<file path="src/rtl/weip_pkg.sv">
`default_nettype none
package weip_pkg;

  localparam int unsigned HIST_DEPTH_DEF = 32;
  localparam int unsigned QUEUE_DEPTH    = 4;

  localparam int unsigned TIME_W    = 32;
  localparam int unsigned CLASS_W   = 16;
  localparam int unsigned IVL_W     = 33;
  localparam int unsigned FAULT_W   = 2;
  localparam int unsigned CFG_W     = 32;
  localparam int unsigned CFG_IDX_W = 2;
  localparam int unsigned KIND_W    = 2;
  localparam int unsigned ENTRY_W   = TIME_W + KIND_W;

  localparam int unsigned KIND_REF = 0;
  localparam int unsigned KIND_TGT = 1;

  typedef enum logic [CFG_IDX_W-1:0] {
    CFG_REF_CLASS    = 2'd0,
    CFG_TARGET_CLASS = 2'd1,
    CFG_HALF_WINDOW  = 2'd2
  } cfg_idx_e;

  typedef logic [KIND_W-1:0] kind_t;

  // one event handed from the classifier to the history walker
  typedef struct packed {
    logic [TIME_W-1:0] ev_time;
    kind_t             kind;
    logic              train_end;
    logic              order_fault;
  } qitem_t;

  typedef struct packed {
    logic signed [IVL_W-1:0] interval;
    logic                    run_last;
    logic [FAULT_W-1:0]      fault;
  } result_t;

endpackage
`default_nettype wire

</file>
<file path="src/rtl/weip_if.sv">
`default_nettype none
interface weip_evt_if;
  import weip_pkg::*;
  logic               valid;
  logic               ready;
  logic [TIME_W-1:0]  event_time;
  logic [CLASS_W-1:0] event_class;
  logic               train_end;

  modport source (output valid, event_time, event_class, train_end, input ready);
  modport sink   (input valid, event_time, event_class, train_end, output ready);
endinterface

interface weip_res_if;
  import weip_pkg::*;
  logic                    valid;
  logic                    ready;
  logic signed [IVL_W-1:0] interval;
  logic                    run_last;
  logic [FAULT_W-1:0]      fault;

  modport source (output valid, interval, run_last, fault, input ready);
  modport sink   (input valid, interval, run_last, fault, output ready);
endinterface
`default_nettype wire

</file>
<file path="src/rtl/windowed_event_interval_pairs_core.sv">
// Windowed event interval pairs.
// Events arrive on evt_i (valid/ready): timestamp, class id and a train end
// flag. Results leave on res_o (valid/ready): one signed 33-bit interval per
// reference/target pair within half_window ticks, run_last on the final one
// caused by an event, and the sticky fault bits as they stand after it.
// Registers (ref_class, target_class, half_window) are written through
// cfg_we_i/cfg_idx_i/cfg_data_i; the user must write them only while no
// event is in flight, and the block itself does not enforce it. A classifier
// takes an event per cycle into a four-entry queue while that queue has room;
// a walker then reads the history memory once per entry, newest first. An
// event that pairs passes an idle step, an evict step once the history is
// full, a walk step per visited entry (two for an entry that yields two
// intervals) and a finish step, paced by the single read port of the history
// memory. Events of other classes or with backward timestamps are not queued
// unless they end a train, and produce nothing. Reset clears the registers,
// the fill count, the head pointer and the faults; history contents need no
// clearing. A stalled receiver holds the output register; the walker stops
// behind it and the queue then fills and drops evt_i.ready.
`default_nettype none
module windowed_event_interval_pairs_core #(
  parameter int unsigned HISTORY_DEPTH = weip_pkg::HIST_DEPTH_DEF
) (
  input  logic                           clk_i,
  input  logic                           rst_ni,
  weip_evt_if.sink                       evt_i,
  weip_res_if.source                     res_o,
  input  logic                           cfg_we_i,
  input  logic [weip_pkg::CFG_IDX_W-1:0] cfg_idx_i,
  input  logic [weip_pkg::CFG_W-1:0]     cfg_data_i
);
  import weip_pkg::*;

  localparam int unsigned AW = $clog2(HISTORY_DEPTH);

  logic [CLASS_W-1:0] ref_class_q;
  logic [CLASS_W-1:0] target_class_q;
  logic [TIME_W-1:0]  half_window_q;

  logic               q_push;
  logic               q_full;
  logic               q_pop;
  logic               q_empty;
  qitem_t             q_in;
  qitem_t             q_out;

  logic               ram_we;
  logic [AW-1:0]      ram_waddr;
  logic [ENTRY_W-1:0] ram_wdata;
  logic               ram_re;
  logic [AW-1:0]      ram_raddr;
  logic [ENTRY_W-1:0] ram_rdata;

  always_ff @(posedge clk_i or negedge rst_ni) begin
    if (!rst_ni) begin
      ref_class_q    <= '0;
      target_class_q <= '0;
      half_window_q  <= '0;
    end else if (cfg_we_i) begin
      case (cfg_idx_e'(cfg_idx_i))
        CFG_REF_CLASS:    ref_class_q    <= cfg_data_i[CLASS_W-1:0];
        CFG_TARGET_CLASS: target_class_q <= cfg_data_i[CLASS_W-1:0];
        CFG_HALF_WINDOW:  half_window_q  <= cfg_data_i[TIME_W-1:0];
        default: begin
        end
      endcase
    end
  end

  weip_front u_front (
    .clk_i          (clk_i),
    .rst_ni         (rst_ni),
    .evt            (evt_i),
    .ref_class_i    (ref_class_q),
    .target_class_i (target_class_q),
    .q_full_i       (q_full),
    .q_push_o       (q_push),
    .q_item_o       (q_in)
  );

  weip_queue u_queue (
    .clk_i       (clk_i),
    .rst_ni      (rst_ni),
    .push_i      (q_push),
    .push_item_i (q_in),
    .full_o      (q_full),
    .pop_i       (q_pop),
    .pop_item_o  (q_out),
    .empty_o     (q_empty)
  );

  weip_back #(
    .HISTORY_DEPTH (HISTORY_DEPTH)
  ) u_back (
    .clk_i         (clk_i),
    .rst_ni        (rst_ni),
    .q_empty_i     (q_empty),
    .q_item_i      (q_out),
    .q_pop_o       (q_pop),
    .half_window_i (half_window_q),
    .res           (res_o),
    .ram_we_o      (ram_we),
    .ram_waddr_o   (ram_waddr),
    .ram_wdata_o   (ram_wdata),
    .ram_re_o      (ram_re),
    .ram_raddr_o   (ram_raddr),
    .ram_rdata_i   (ram_rdata)
  );

  weip_ram #(
    .WIDTH (ENTRY_W),
    .DEPTH (HISTORY_DEPTH)
  ) u_hist_ram (
    .clk_i   (clk_i),
    .we_i    (ram_we),
    .waddr_i (ram_waddr),
    .wdata_i (ram_wdata),
    .re_i    (ram_re),
    .raddr_i (ram_raddr),
    .rdata_o (ram_rdata)
  );

  assert property (@(posedge clk_i) disable iff (!rst_ni) q_push |-> !q_full)
    else $error("event queue overflow");

  assert property (@(posedge clk_i) disable iff (!rst_ni) q_pop |-> !q_empty)
    else $error("event queue underflow");

  assert property (@(posedge clk_i) disable iff (!rst_ni)
      (q_full && !q_pop) |=> !evt_i.ready)
    else $error("events taken while queue is full");

endmodule
`default_nettype wire

</file>
<file path="src/rtl/weip_ram.sv">
`default_nettype none
module weip_ram #(
  parameter int unsigned WIDTH = 8,
  parameter int unsigned DEPTH = 32
) (
  input  logic                     clk_i,
  input  logic                     we_i,
  input  logic [$clog2(DEPTH)-1:0] waddr_i,
  input  logic [WIDTH-1:0]         wdata_i,
  input  logic                     re_i,
  input  logic [$clog2(DEPTH)-1:0] raddr_i,
  output logic [WIDTH-1:0]         rdata_o
);

  logic [WIDTH-1:0] mem_q [DEPTH];
  logic [WIDTH-1:0] rdata_q;

  always_ff @(posedge clk_i) begin
    if (we_i) begin
      mem_q[waddr_i] <= wdata_i;
    end
    if (re_i) begin
      rdata_q <= mem_q[raddr_i];
    end
  end

  assign rdata_o = rdata_q;

endmodule
`default_nettype wire

</file>
<file path="src/rtl/weip_queue.sv">
`default_nettype none
module weip_queue (
  input  logic             clk_i,
  input  logic             rst_ni,
  input  logic             push_i,
  input  weip_pkg::qitem_t push_item_i,
  output logic             full_o,
  input  logic             pop_i,
  output weip_pkg::qitem_t pop_item_o,
  output logic             empty_o
);
  import weip_pkg::*;

  localparam int unsigned PW = $clog2(QUEUE_DEPTH);
  localparam int unsigned CW = $clog2(QUEUE_DEPTH + 1);

  qitem_t        slot_q [QUEUE_DEPTH];
  logic [PW-1:0] wp_q;
  logic [PW-1:0] rp_q;
  logic [CW-1:0] cnt_q;

  assign full_o     = (cnt_q == CW'(QUEUE_DEPTH));
  assign empty_o    = (cnt_q == '0);
  assign pop_item_o = slot_q[rp_q];

  always_ff @(posedge clk_i) begin
    if (push_i) begin
      slot_q[wp_q] <= push_item_i;
    end
  end

  always_ff @(posedge clk_i or negedge rst_ni) begin
    if (!rst_ni) begin
      wp_q  <= '0;
      rp_q  <= '0;
      cnt_q <= '0;
    end else begin
      if (push_i) begin
        wp_q <= (wp_q == PW'(QUEUE_DEPTH - 1)) ? '0 : wp_q + PW'(1);
      end
      if (pop_i) begin
        rp_q <= (rp_q == PW'(QUEUE_DEPTH - 1)) ? '0 : rp_q + PW'(1);
      end
      if (push_i && !pop_i) begin
        cnt_q <= cnt_q + CW'(1);
      end else if (pop_i && !push_i) begin
        cnt_q <= cnt_q - CW'(1);
      end
    end
  end

endmodule
`default_nettype wire

</file>
<file path="src/rtl/weip_front.sv">
`default_nettype none
module weip_front (
  input  logic                         clk_i,
  input  logic                         rst_ni,
  weip_evt_if.sink                     evt,
  input  logic [weip_pkg::CLASS_W-1:0] ref_class_i,
  input  logic [weip_pkg::CLASS_W-1:0] target_class_i,
  input  logic                         q_full_i,
  output logic                         q_push_o,
  output weip_pkg::qitem_t             q_item_o
);
  import weip_pkg::*;

  logic [TIME_W-1:0] newest_q;
  logic              order_fault_q;
  logic              accept;
  logic              backward;
  kind_t             kind;

  assign evt.ready = !q_full_i;
  assign accept    = evt.valid && evt.ready;
  assign backward  = (evt.event_time < newest_q);

  always_comb begin
    kind           = '0;
    kind[KIND_REF] = (evt.event_class == ref_class_i);
    kind[KIND_TGT] = (evt.event_class == target_class_i);
  end

  assign q_item_o.ev_time     = evt.event_time;
  assign q_item_o.kind        = backward ? '0 : kind;
  assign q_item_o.train_end   = evt.train_end;
  assign q_item_o.order_fault = order_fault_q || backward;

  // forward only what touches the history: relevant events and train ends
  assign q_push_o = accept && (evt.train_end || (!backward && (kind != '0)));

  always_ff @(posedge clk_i or negedge rst_ni) begin
    if (!rst_ni) begin
      newest_q      <= '0;
      order_fault_q <= 1'b0;
    end else if (accept) begin
      if (evt.train_end) begin
        newest_q      <= '0;
        order_fault_q <= 1'b0;
      end else if (backward) begin
        order_fault_q <= 1'b1;
      end else begin
        newest_q <= evt.event_time;
      end
    end
  end

endmodule
`default_nettype wire

</file>
<file path="src/rtl/weip_back.sv">
`default_nettype none
module weip_back #(
  parameter int unsigned HISTORY_DEPTH = weip_pkg::HIST_DEPTH_DEF
) (
  input  logic                                 clk_i,
  input  logic                                 rst_ni,
  input  logic                                 q_empty_i,
  input  weip_pkg::qitem_t                     q_item_i,
  output logic                                 q_pop_o,
  input  logic [weip_pkg::TIME_W-1:0]          half_window_i,
  weip_res_if.source                           res,
  output logic                                 ram_we_o,
  output logic [$clog2(HISTORY_DEPTH)-1:0]     ram_waddr_o,
  output logic [weip_pkg::ENTRY_W-1:0]         ram_wdata_o,
  output logic                                 ram_re_o,
  output logic [$clog2(HISTORY_DEPTH)-1:0]     ram_raddr_o,
  input  logic [weip_pkg::ENTRY_W-1:0]         ram_rdata_i
);
  import weip_pkg::*;

  localparam int unsigned AW = $clog2(HISTORY_DEPTH);
  localparam int unsigned FW = $clog2(HISTORY_DEPTH + 1);

  typedef enum logic [1:0] {
    B_IDLE,
    B_EVICT,
    B_WALK,
    B_FIN
  } state_e;

  state_e             state_q;
  qitem_t             item_q;
  logic [AW-1:0]      head_q;
  logic [FW-1:0]      fill_q;
  logic [AW-1:0]      rp_q;
  logic [FW-1:0]      k_q;
  logic               ph_q;
  logic               lost_q;
  logic               pend_v_q;
  logic [IVL_W-1:0]   pend_q;
  logic               out_v_q;
  result_t            out_q;

  logic [TIME_W-1:0]  rd_time;
  kind_t              rd_kind;
  logic [TIME_W-1:0]  age;
  logic               in_win;
  logic [IVL_W-1:0]   diff_a;
  logic [IVL_W-1:0]   diff_b;
  logic               use_a;
  logic               use_b;
  logic               cur_has;
  logic [IVL_W-1:0]   cur_val;
  logic               ent_done;
  logic               out_free;
  logic               push_ok;
  logic               next_last;
  logic               full;
  logic [AW-1:0]      head_dec;
  logic [AW-1:0]      head_inc;
  logic [AW-1:0]      rp_dec;
  logic               walk_adv;
  logic               commit;
  logic [FAULT_W-1:0] fault_now;

  assign rd_time   = ram_rdata_i[TIME_W-1:0];
  assign rd_kind   = ram_rdata_i[ENTRY_W-1:TIME_W];
  assign age       = item_q.ev_time - rd_time;
  assign in_win    = (age <= half_window_i);
  assign diff_a    = {1'b0, item_q.ev_time} - {1'b0, rd_time};
  assign diff_b    = {1'b0, rd_time} - {1'b0, item_q.ev_time};
  assign use_a     = rd_kind[KIND_REF] && item_q.kind[KIND_TGT];
  assign use_b     = item_q.kind[KIND_REF] && rd_kind[KIND_TGT];

  // second phase of an entry carries the new-reference interval only
  assign cur_has   = ph_q || use_a || use_b;
  assign cur_val   = (ph_q || !use_a) ? diff_b : diff_a;
  assign ent_done  = ph_q || !(use_a && use_b);

  assign out_free  = !out_v_q || res.ready;
  assign push_ok   = !pend_v_q || out_free;
  assign next_last = ((k_q + FW'(1)) == fill_q);
  assign full      = (fill_q == FW'(HISTORY_DEPTH));
  assign head_dec  = (head_q == '0) ? AW'(HISTORY_DEPTH - 1) : head_q - AW'(1);
  assign head_inc  = (head_q == AW'(HISTORY_DEPTH - 1)) ? '0 : head_q + AW'(1);
  assign rp_dec    = (rp_q == '0) ? AW'(HISTORY_DEPTH - 1) : rp_q - AW'(1);
  assign walk_adv  = in_win && (!cur_has || push_ok) && ent_done;
  assign commit    = !pend_v_q || out_free;
  assign fault_now = {item_q.order_fault, lost_q};

  assign q_pop_o   = (state_q == B_IDLE) && !q_empty_i;

  always_comb begin
    ram_re_o    = 1'b0;
    ram_raddr_o = head_dec;
    case (state_q)
      B_IDLE: begin
        if (!q_empty_i && (q_item_i.kind != '0) && (fill_q != '0)) begin
          ram_re_o    = 1'b1;
          ram_raddr_o = full ? head_q : head_dec;
        end
      end
      B_EVICT: begin
        ram_re_o    = 1'b1;
        ram_raddr_o = head_dec;
      end
      B_WALK: begin
        ram_re_o    = walk_adv && !next_last;
        ram_raddr_o = rp_dec;
      end
      default: begin
        ram_re_o = 1'b0;
      end
    endcase
  end

  assign ram_we_o    = (state_q == B_FIN) && commit && (item_q.kind != '0);
  assign ram_waddr_o = head_q;
  assign ram_wdata_o = {item_q.kind, item_q.ev_time};

  assign res.valid    = out_v_q;
  assign res.interval = out_q.interval;
  assign res.run_last = out_q.run_last;
  assign res.fault    = out_q.fault;

  always_ff @(posedge clk_i) begin
    if (q_pop_o) begin
      item_q <= q_item_i;
    end
  end

  always_ff @(posedge clk_i or negedge rst_ni) begin
    if (!rst_ni) begin
      state_q  <= B_IDLE;
      head_q   <= '0;
      fill_q   <= '0;
      rp_q     <= '0;
      k_q      <= '0;
      ph_q     <= 1'b0;
      lost_q   <= 1'b0;
      pend_v_q <= 1'b0;
      pend_q   <= '0;
      out_v_q  <= 1'b0;
      out_q    <= '0;
    end else begin
      if (out_v_q && res.ready) begin
        out_v_q <= 1'b0;
      end
      case (state_q)
        B_IDLE: begin
          if (!q_empty_i) begin
            k_q  <= '0;
            ph_q <= 1'b0;
            rp_q <= head_dec;
            if ((q_item_i.kind == '0) || (fill_q == '0)) begin
              state_q <= B_FIN;
            end else if (full) begin
              state_q <= B_EVICT;
            end else begin
              state_q <= B_WALK;
            end
          end
        end
        B_EVICT: begin
          // oldest entry is about to be overwritten while still in reach
          if (in_win) begin
            lost_q <= 1'b1;
          end
          state_q <= B_WALK;
        end
        B_WALK: begin
          if (!in_win) begin
            state_q <= B_FIN;
          end else if (!cur_has || push_ok) begin
            // hold one result back so the last one can be flagged
            if (cur_has) begin
              if (pend_v_q) begin
                out_q   <= '{interval: pend_q, run_last: 1'b0, fault: fault_now};
                out_v_q <= 1'b1;
              end
              pend_q   <= cur_val;
              pend_v_q <= 1'b1;
            end
            if (ent_done) begin
              ph_q <= 1'b0;
              k_q  <= k_q + FW'(1);
              rp_q <= rp_dec;
              if (next_last) begin
                state_q <= B_FIN;
              end
            end else begin
              ph_q <= 1'b1;
            end
          end
        end
        B_FIN: begin
          if (commit) begin
            if (pend_v_q) begin
              out_q    <= '{interval: pend_q, run_last: 1'b1, fault: fault_now};
              out_v_q  <= 1'b1;
              pend_v_q <= 1'b0;
            end
            if (item_q.kind != '0) begin
              head_q <= head_inc;
              if (!full) begin
                fill_q <= fill_q + FW'(1);
              end
            end
            if (item_q.train_end) begin
              head_q <= '0;
              fill_q <= '0;
              lost_q <= 1'b0;
            end
            state_q <= B_IDLE;
          end
        end
        default: begin
          state_q <= B_IDLE;
        end
      endcase
    end
  end

endmodule
`default_nettype wire

</file>
<file path="src/flat_wrapper.sv">
// flat-port wrapper written by rule: the top's interface ports become plain ports
module windowed_event_interval_pairs_core_flat import weip_pkg::*;
#(
  parameter int unsigned HISTORY_DEPTH = weip_pkg::HIST_DEPTH_DEF
)
  (clk_i, rst_ni, cfg_we_i, cfg_idx_i, cfg_data_i, evt_i_valid, evt_i_event_time, evt_i_event_class, evt_i_train_end, evt_i_ready, res_o_valid, res_o_interval, res_o_run_last, res_o_fault, res_o_ready);
  weip_evt_if evt_i_i ();
  weip_res_if res_o_i ();
  input  logic clk_i;
  input  logic rst_ni;
  input  logic cfg_we_i;
  input  logic [weip_pkg::CFG_IDX_W-1:0] cfg_idx_i;
  input  logic [weip_pkg::CFG_W-1:0] cfg_data_i;
  input wire logic [$bits(evt_i_i.valid)-1:0] evt_i_valid;
  input wire logic [$bits(evt_i_i.event_time)-1:0] evt_i_event_time;
  input wire logic [$bits(evt_i_i.event_class)-1:0] evt_i_event_class;
  input wire logic [$bits(evt_i_i.train_end)-1:0] evt_i_train_end;
  output wire logic [$bits(evt_i_i.ready)-1:0] evt_i_ready;
  output wire logic [$bits(res_o_i.valid)-1:0] res_o_valid;
  output wire logic [$bits(res_o_i.interval)-1:0] res_o_interval;
  output wire logic [$bits(res_o_i.run_last)-1:0] res_o_run_last;
  output wire logic [$bits(res_o_i.fault)-1:0] res_o_fault;
  input wire logic [$bits(res_o_i.ready)-1:0] res_o_ready;
  assign evt_i_i.valid = evt_i_valid;
  assign evt_i_i.event_time = evt_i_event_time;
  assign evt_i_i.event_class = evt_i_event_class;
  assign evt_i_i.train_end = evt_i_train_end;
  assign evt_i_ready = evt_i_i.ready;
  assign res_o_valid = res_o_i.valid;
  assign res_o_interval = res_o_i.interval;
  assign res_o_run_last = res_o_i.run_last;
  assign res_o_fault = res_o_i.fault;
  assign res_o_i.ready = res_o_ready;
  windowed_event_interval_pairs_core #(.HISTORY_DEPTH(HISTORY_DEPTH)) u_core (.clk_i(clk_i), .rst_ni(rst_ni), .evt_i(evt_i_i), .res_o(res_o_i), .cfg_we_i(cfg_we_i), .cfg_idx_i(cfg_idx_i), .cfg_data_i(cfg_data_i));
endmodule
</file>
<file path="config.mk">
export PLATFORM = sky130hd
export DESIGN_NAME = windowed_event_interval_pairs_core_flat
export DESIGN_NICKNAME = d
export VERILOG_FILES = /design/src/rtl/weip_pkg.sv /design/src/rtl/weip_if.sv /design/src/rtl/windowed_event_interval_pairs_core.sv /design/src/rtl/weip_ram.sv /design/src/rtl/weip_queue.sv /design/src/rtl/weip_front.sv /design/src/rtl/weip_back.sv /design/src/flat_wrapper.sv
export SDC_FILE = /design/constraint.sdc
export NUM_CORES = 2
export LEC_CHECK = 0
export ABC_AREA = 1
export ABC_CLOCK_PERIOD_IN_PS = 16520
export BUFFER_PORTS_ARGS = -buffer_cell sky130_fd_sc_hd__buf_4
export CAP_MARGIN = 20
export CORE_MARGIN = 3
export CORE_UTILIZATION = 35
export DETAILED_ROUTE_END_ITERATION = 7
export GPL_ROUTABILITY_DRIVEN = 0
export GPL_TIMING_DRIVEN = 0
export SETUP_SLACK_MARGIN = 0.05
export SYNTH_ARGS = -nofsm -noshare
export SYNTH_HDL_FRONTEND = slang
export SYNTH_SLANG_ARGS = --single-unit
</file>
<file path="constraint.sdc">
create_clock -name clk_i -period 16.52 [get_ports clk_i]
set_input_delay 1.652 -clock clk_i [delete_from_list [all_inputs] [get_ports clk_i]]
set_output_delay 1.652 -clock clk_i [all_outputs]
set_load 0.01 [all_outputs]
</file>
* Word-level counts from Yosys, hierarchy flattened
Memory sizes are Yosys's and may differ from the RTL's. A register that Yosys moved wholly into a read port is not among the register bits. Index checks and enable logic that the tools add are counted. W data, S select, Z words.
Operators by class: add/subtract/negate cells 12, $lt $le $gt $ge 2, equal/unequal tests 28, multiplexer cells 74, reduce and logical (&&, ||, !) cells 69
Operators with widths (number):
- $mux W36 | 6
- $pmux W36 S2 | 1
- $sub A32 B32 Y33 | 2
- $mux W32 | 2
- $mux W5 | 11
- $mux W6 | 7
- $mux W33 | 1
- $eq A16 B16 Y1 | 2
- $le A32 B32 Y1 | 1
- $lt A32 B32 Y1 | 1
- $sub A32 B32 Y32 | 1
- $mux W1 | 24
- $ne A2 B2 Y1 const B | 12
- $mux W2 | 11
- $pmux W5 S2 | 2
- $reduce_bool A2 Y1 | 9
- $logic_and A1 B1 Y1 | 17
- $reduce_and A4 Y1 | 4
- $reduce_and A5 Y1 | 3
- $add A6 B1 Y6 const B | 2
- $pmux W6 S2 | 1
- $logic_not A1 Y1 | 11
- $eq A2 B2 Y1 const B | 5
- $logic_not A5 Y1 | 2
- other kinds (23) | 47
Storage, ports and cells: bits in registers 237, bits in writable memories 1232, bits of input ports 88, output and inout bits 38, word-level logic and storage cells 212, memories 2
Memories:
- u_core.u_hist_ram.mem_q | depth 32, bits a word 34, rd ports 1, clocked after memory_dff 1, wr ports 1, line weip_ram.sv:15 | logic [WIDTH-1:0] mem_q [DEPTH];
- u_core.u_queue.slot_q | depth 4, bits a word 36, rd ports 1, clocked after memory_dff 0, wr ports 1, line weip_queue.sv:17 | qitem_t slot_q [QUEUE_DEPTH];

* Depth between registers and ports, before layout
depth in word-level cells 9, depth in mapped cells 28, mapped depth without buffers 26

* Hierarchy
A second synthesis with hierarchy kept.
Unflattened totals: cells, all modules 6750, area total of the unflattened synthesis 68986.2 um^2
Modules (own cells, without submodules):
- weip_ram | times used 1, cells an instance 3754, area each 45003.2 um^2, seq. area each 33692.3 um^2
- weip_back | times used 1, cells an instance 1851, area each 12032.8 um^2, seq. area each 3508.4 um^2
- weip_queue | times used 1, cells an instance 470, area each 6376.1 um^2, seq. area each 4499.3 um^2
- weip_front | times used 1, cells an instance 390, area each 2956.6 um^2, seq. area each 825.8 um^2
- windowed_event_interval_pairs_core | times used 1, cells an instance 285, area each 2617.5 um^2, seq. area each 1601.5 um^2

* Worst setup path before layout
OpenSTA, ideal clock, no wires.
path kind flip-flop to flip-flop, start point register u_core.u_back.item_q, in the netlist u_core.u_back.ram_wdata_o[0], end point register u_core.u_hist_ram.rdata_q[0] (netlist: u_core.u_hist_ram.rdata_o[0]), read port of u_core.u_hist_ram.mem_q, enable pin, setup time 0.436 ns, arrival 5.409 ns, required time 16.084 ns, setup slack 10.675 ns, stages on the path, launching flop included 22, buffers on the path 0, period minus slack after synthesis 5.845 ns, cells stage by stage edfxtp_1 > inv_1 > ha_1 > fa_1 > o21ai_0 > nand2_1 > o211ai_1 > a21oi_1 > o21ai_0 > nand2_1 > nand2_1 > nand2_1 > and2_1 > ha_1 > nand2_1 > nor2_1 > nand2_1 > nor4_1 > nand3_1 > nand2_1 > nand3_1 > a21oi_1
Between the ends: word-level cells in the longest chain between the ends 6
RTL lines:
- start: declaration | line weip_back.sv:32 | qitem_t item_q;
- start signal: assignment | line weip_back.sv:128 | item_q <= q_item_i;
- $sub A32 B32 Y32 | line weip_back.sv:68 | assign age = item_q.ev_time - rd_time;
- $le A32 B32 Y1 | line weip_back.sv:69 | assign in_win = (age <= half_window_i);
- $logic_and A1 B1 Y1 (2 in a row) | line weip_back.sv:87 | assign walk_adv = in_win && (!cur_has || push_ok) && ent_done;
- $logic_and A1 B1 Y1 | line weip_back.sv:108 | ram_re_o = walk_adv && !next_last;
- $pmux W1 S3 | line weip_back.sv:96 | case (state_q)
- via u_core.ram_re | line windowed_event_interval_pairs_core.sv:49 | logic ram_re;
- end: declaration | line weip_ram.sv:16 | logic [WIDTH-1:0] rdata_q;
The timed path passes the listed nets, and every way through them passes these cells. A chain may end at the register's enable or synchronous reset.

* Worst setup path after layout
start point register u_core.u_back.item_q, in the netlist u_core.u_back.ram_wdata_o[3], end point register u_core.u_back.out_q, in the netlist u_core.u_back.res.run_last
Between the ends: word-level cells in the longest chain between the ends 4
RTL lines:
- $sub A32 B32 Y32 | line weip_back.sv:68
- $le A32 B32 Y1 | line weip_back.sv:69
- $ne A2 B2 Y1 (no line)
- $reduce_and A7 Y1 (no line)
- end signal: assignment | line weip_back.sv:178 | out_q <= '{interval: pend_q, run_last: 1'b0, fault: fault_now};
- end signal: assignment | line weip_back.sv:199 | out_q <= '{interval: pend_q, run_last: 1'b1, fault: fault_now};
- end: declaration | line weip_back.sv:42 | result_t out_q;
No other way between the ends.

==> results.yml <==
yosys:
  synth_area_sq_um: 68200
  netlist_top_cells_area: "edfxtp_1, nand2_1, nand3_1"
  netlist_instances: 6660
  synth_top_area_share_pct: 57.4
  synth_nets: 6898
  ys_warn_count: 0
  synth-seq-cells: 1503
  synth_largest_area_cell: "edfxtp_1"
  post_synth_num_cell_types: 55
  syn-mean-instance-area_sq_um: 10.2
  synth-seq-area-share_pct: 64.7
worst_setup_path:
  start_kind: "register"
  path_max_fanout: 20
  crit_type: "register to register"
  end_kind: "register"
  crit_required_ps: 17180
  arrival_ps: 7200
timing:
  slew_viol_final: 0
  final_hold_viol_count: 0
  slew_headroom_pct: 23.0
  fin_crit_sh_pct: 39.6
  rsz0062_at_grt: "no"
  tightest_slew_ps: 1140
  fin_skew_ps: 33.5
  max_freq_mhz: 153
  tns_ps: 0
  setup_viol: 0
  period_needed_ps: 6540
route:
  wl_um: 212000
  drt-pass1-iter-count: 6
  wire_per_inst_um: 21.8
  antenna_left: 0
  drc: 0
  vias_per_cell: 5.25
  dr.first_iter.drc_count: 5883
  vias: 50900
global_routing:
  grt_first_pass_wirelength_um: 310000
  antenna_found_initial: 13
  grt_pass1_vias: 48700
  grt_usage_pct: 20.7
  grt_max_degree: 103
  gr-total-overflow: 0
floorplanning:
  dieArea_sq_um: 200000
  ioPinCount: 126
  die_x_um: 447
  initial_core_util_pct: 35.3
  core_sq_um: 193000
  die_h_um: 447
  rows: 161
final_layout:
  area_growth_pct: 17.4
  drive_gt1_share_pct: 10.7
  final_common_cell: "nand2_1"
  fin_nets: 7278
  layout_common_cells: "nand2_1, edfxtp_1, nand3_1"
clock_tree:
  clk_path_buf_depth: 3
  cts-buffers-inserted: 157
  clk_pin_slew_worst_paths_ps: 60
  clk_latency_ps: 800
  ctsHoldBuffers: 0
  post-cts-setup-buffer-count: 0
  cts_max_level: 4
  cts.sinks: 1503
  cts_tree: "built"
  clock-root-buffer: "clkbuf_16"
  cts_resized: 0
flow_run:
  cap_violations: 0
placed_design:
  io_buffers: 125
  hpwl_um: 152000
min_path:
  min_path_type: "register to register"
run_status:
  outcome: "finished clean"
[metal layers]
metal | routed length [um] | up-vias | share of wire, % | track usage, %
met1 | 87500 | 24800 | 41 | 28.0
met5 | 13 | - | 0.0061 | 0
met4 | 8060 | 2 | 3.8 | 7.98
li1 | - | 23500 | - | -
met2 | 96000 | 2213 | 45 | 32.5
met3 | 20000 | 435 | 9.4 | 4.72
[registers in the layout (all words and copies together), names as in the netlist, 6 cells and up]
| register | flops |
|---|---|
| u_core.half_window_q | 32 |
| u_core.ref_class_q | 16 |
| u_core.target_class_q | 16 |
| u_core.u_back.fill_q | 6 |
| u_core.u_back.k_q | 6 |
| u_core.u_back.pend_q | 33 |
| u_core.u_back.ram_wdata_o | 34 |
| u_core.u_back.res.interval | 33 |
| u_core.u_front.newest_q | 32 |
| u_core.u_hist_ram.mem_q | 1088 |
| u_core.u_hist_ram.rdata_o | 34 |
| u_core.u_queue.slot_q | 144 |
[per-stage QoR]
step	worst slack, ps	hold WS (ps)	cell area (sq um)	utilization (%)	instances
finish	9980	471	80100	41.5	9695
global route	9370	498	80000	41.5	9689
CTS	10010	480	80000	41.5	9689
detailed placement	10060	466	74900	38.8	9407
global placement	7830	461	72300	37.4	9311
floorplan	10670	443	68200	-	6660
[area by class of cell]
type / instances / area [sq um]
repair buffers: 221 / 3320
well taps: 2526 / 3160
diodes: 6 / 15.0
clock buffers: 198 / 4250
clock inverters: 84 / 865
fillers: 18200 / 113000
flip-flops and latches: 1503 / 44100
plain buffers: 370 / 1970
inverters: 325 / 1220
multi-input cells: 4462 / 21100
[synthesized netlist by cell type (all sizes together)]
master,instances
nor3b,1
nand2,2343
nor3,17
o311a,1
o21bai,10
dfrtp,201
a22oi,1
and2,2
nand3,1071
fa,3
inv,323
or2,16
nor2,271
o211ai,16
o21ai,254
nand3b,3
a31oi,7
nor4,10
edfxtp,1302
ha,147
clkbuf,117
buf,253
a21o,5
o22ai,37
a211oi,4
a21boi,8
o2111ai,2
o31ai,3
o21a,7
o311ai,1
clkinv,2
xnor2,21
a21oi,127
a311oi,1
xor2,52
nand4,19
o221ai,2
[logic make-up after synthesis]
family | Yosys count | synth area share (%)
AND/OR/NAND/NOR | 3753 | 23.0
flip-flops | 1503 | 64.7
buffers and inverters | 695 | 4.69
AO/OA/AOI/OAI | 486 | 3.90
adder cells (fa/ha/maj) | 150 | 2.79
XOR/XNOR | 73 | 0.938
[critical path: stages, from the launching register on]
cell and delay [ps]:
edfxtp_1 730, buf_16 320, ha_1 280, buf_2 170
nand2_1 100, nor2_1 210, a21oi_1 180, o21ai_0 590
a21oi_1 140, nand2_1 120, xor2_1 280, inv_1 100
ha_1 310, nand2_1 60, nor2_1 90, nand2_1 90
nor4_1 800, nand3_1 150, nand2_1 260, nand2_1 80
a21oi_1 370, nand2_1 370, clkbuf_1 370, nand2_1 130
nand2_1 60
[path summary, 6_finish.rpt]
check                      slack, ps                                   start  cells past startpoint                                      end
min in group asynchronous        890                                  rst_ni                      1  u_core.u_front.newest_q[13]$_DFFE_PN0P_
max in group asynchronous      14550                                  rst_ni                      2     u_core.half_window_q[27]$_DFFE_PN0P_
min reg2reg                      470  u_core.u_back.res.fault[0]$_DFFE_PN0P_                      2   u_core.u_back.res.fault[0]$_DFFE_PN0P_
max                             9980  u_core.u_back.ram_wdata_o[3]$_DFFE_PP_                     24   u_core.u_back.res.run_last$_DFFE_PN0P_
max reg2reg                     9980  u_core.u_back.ram_wdata_o[3]$_DFFE_PP_                     24   u_core.u_back.res.run_last$_DFFE_PN0P_
min                              470  u_core.u_back.res.fault[0]$_DFFE_PN0P_                      2   u_core.u_back.res.fault[0]$_DFFE_PN0P_
Power is left out: the tool's default activity adds up to more than one toggle a clock period on the data nets, which glitch-free logic cannot reach.
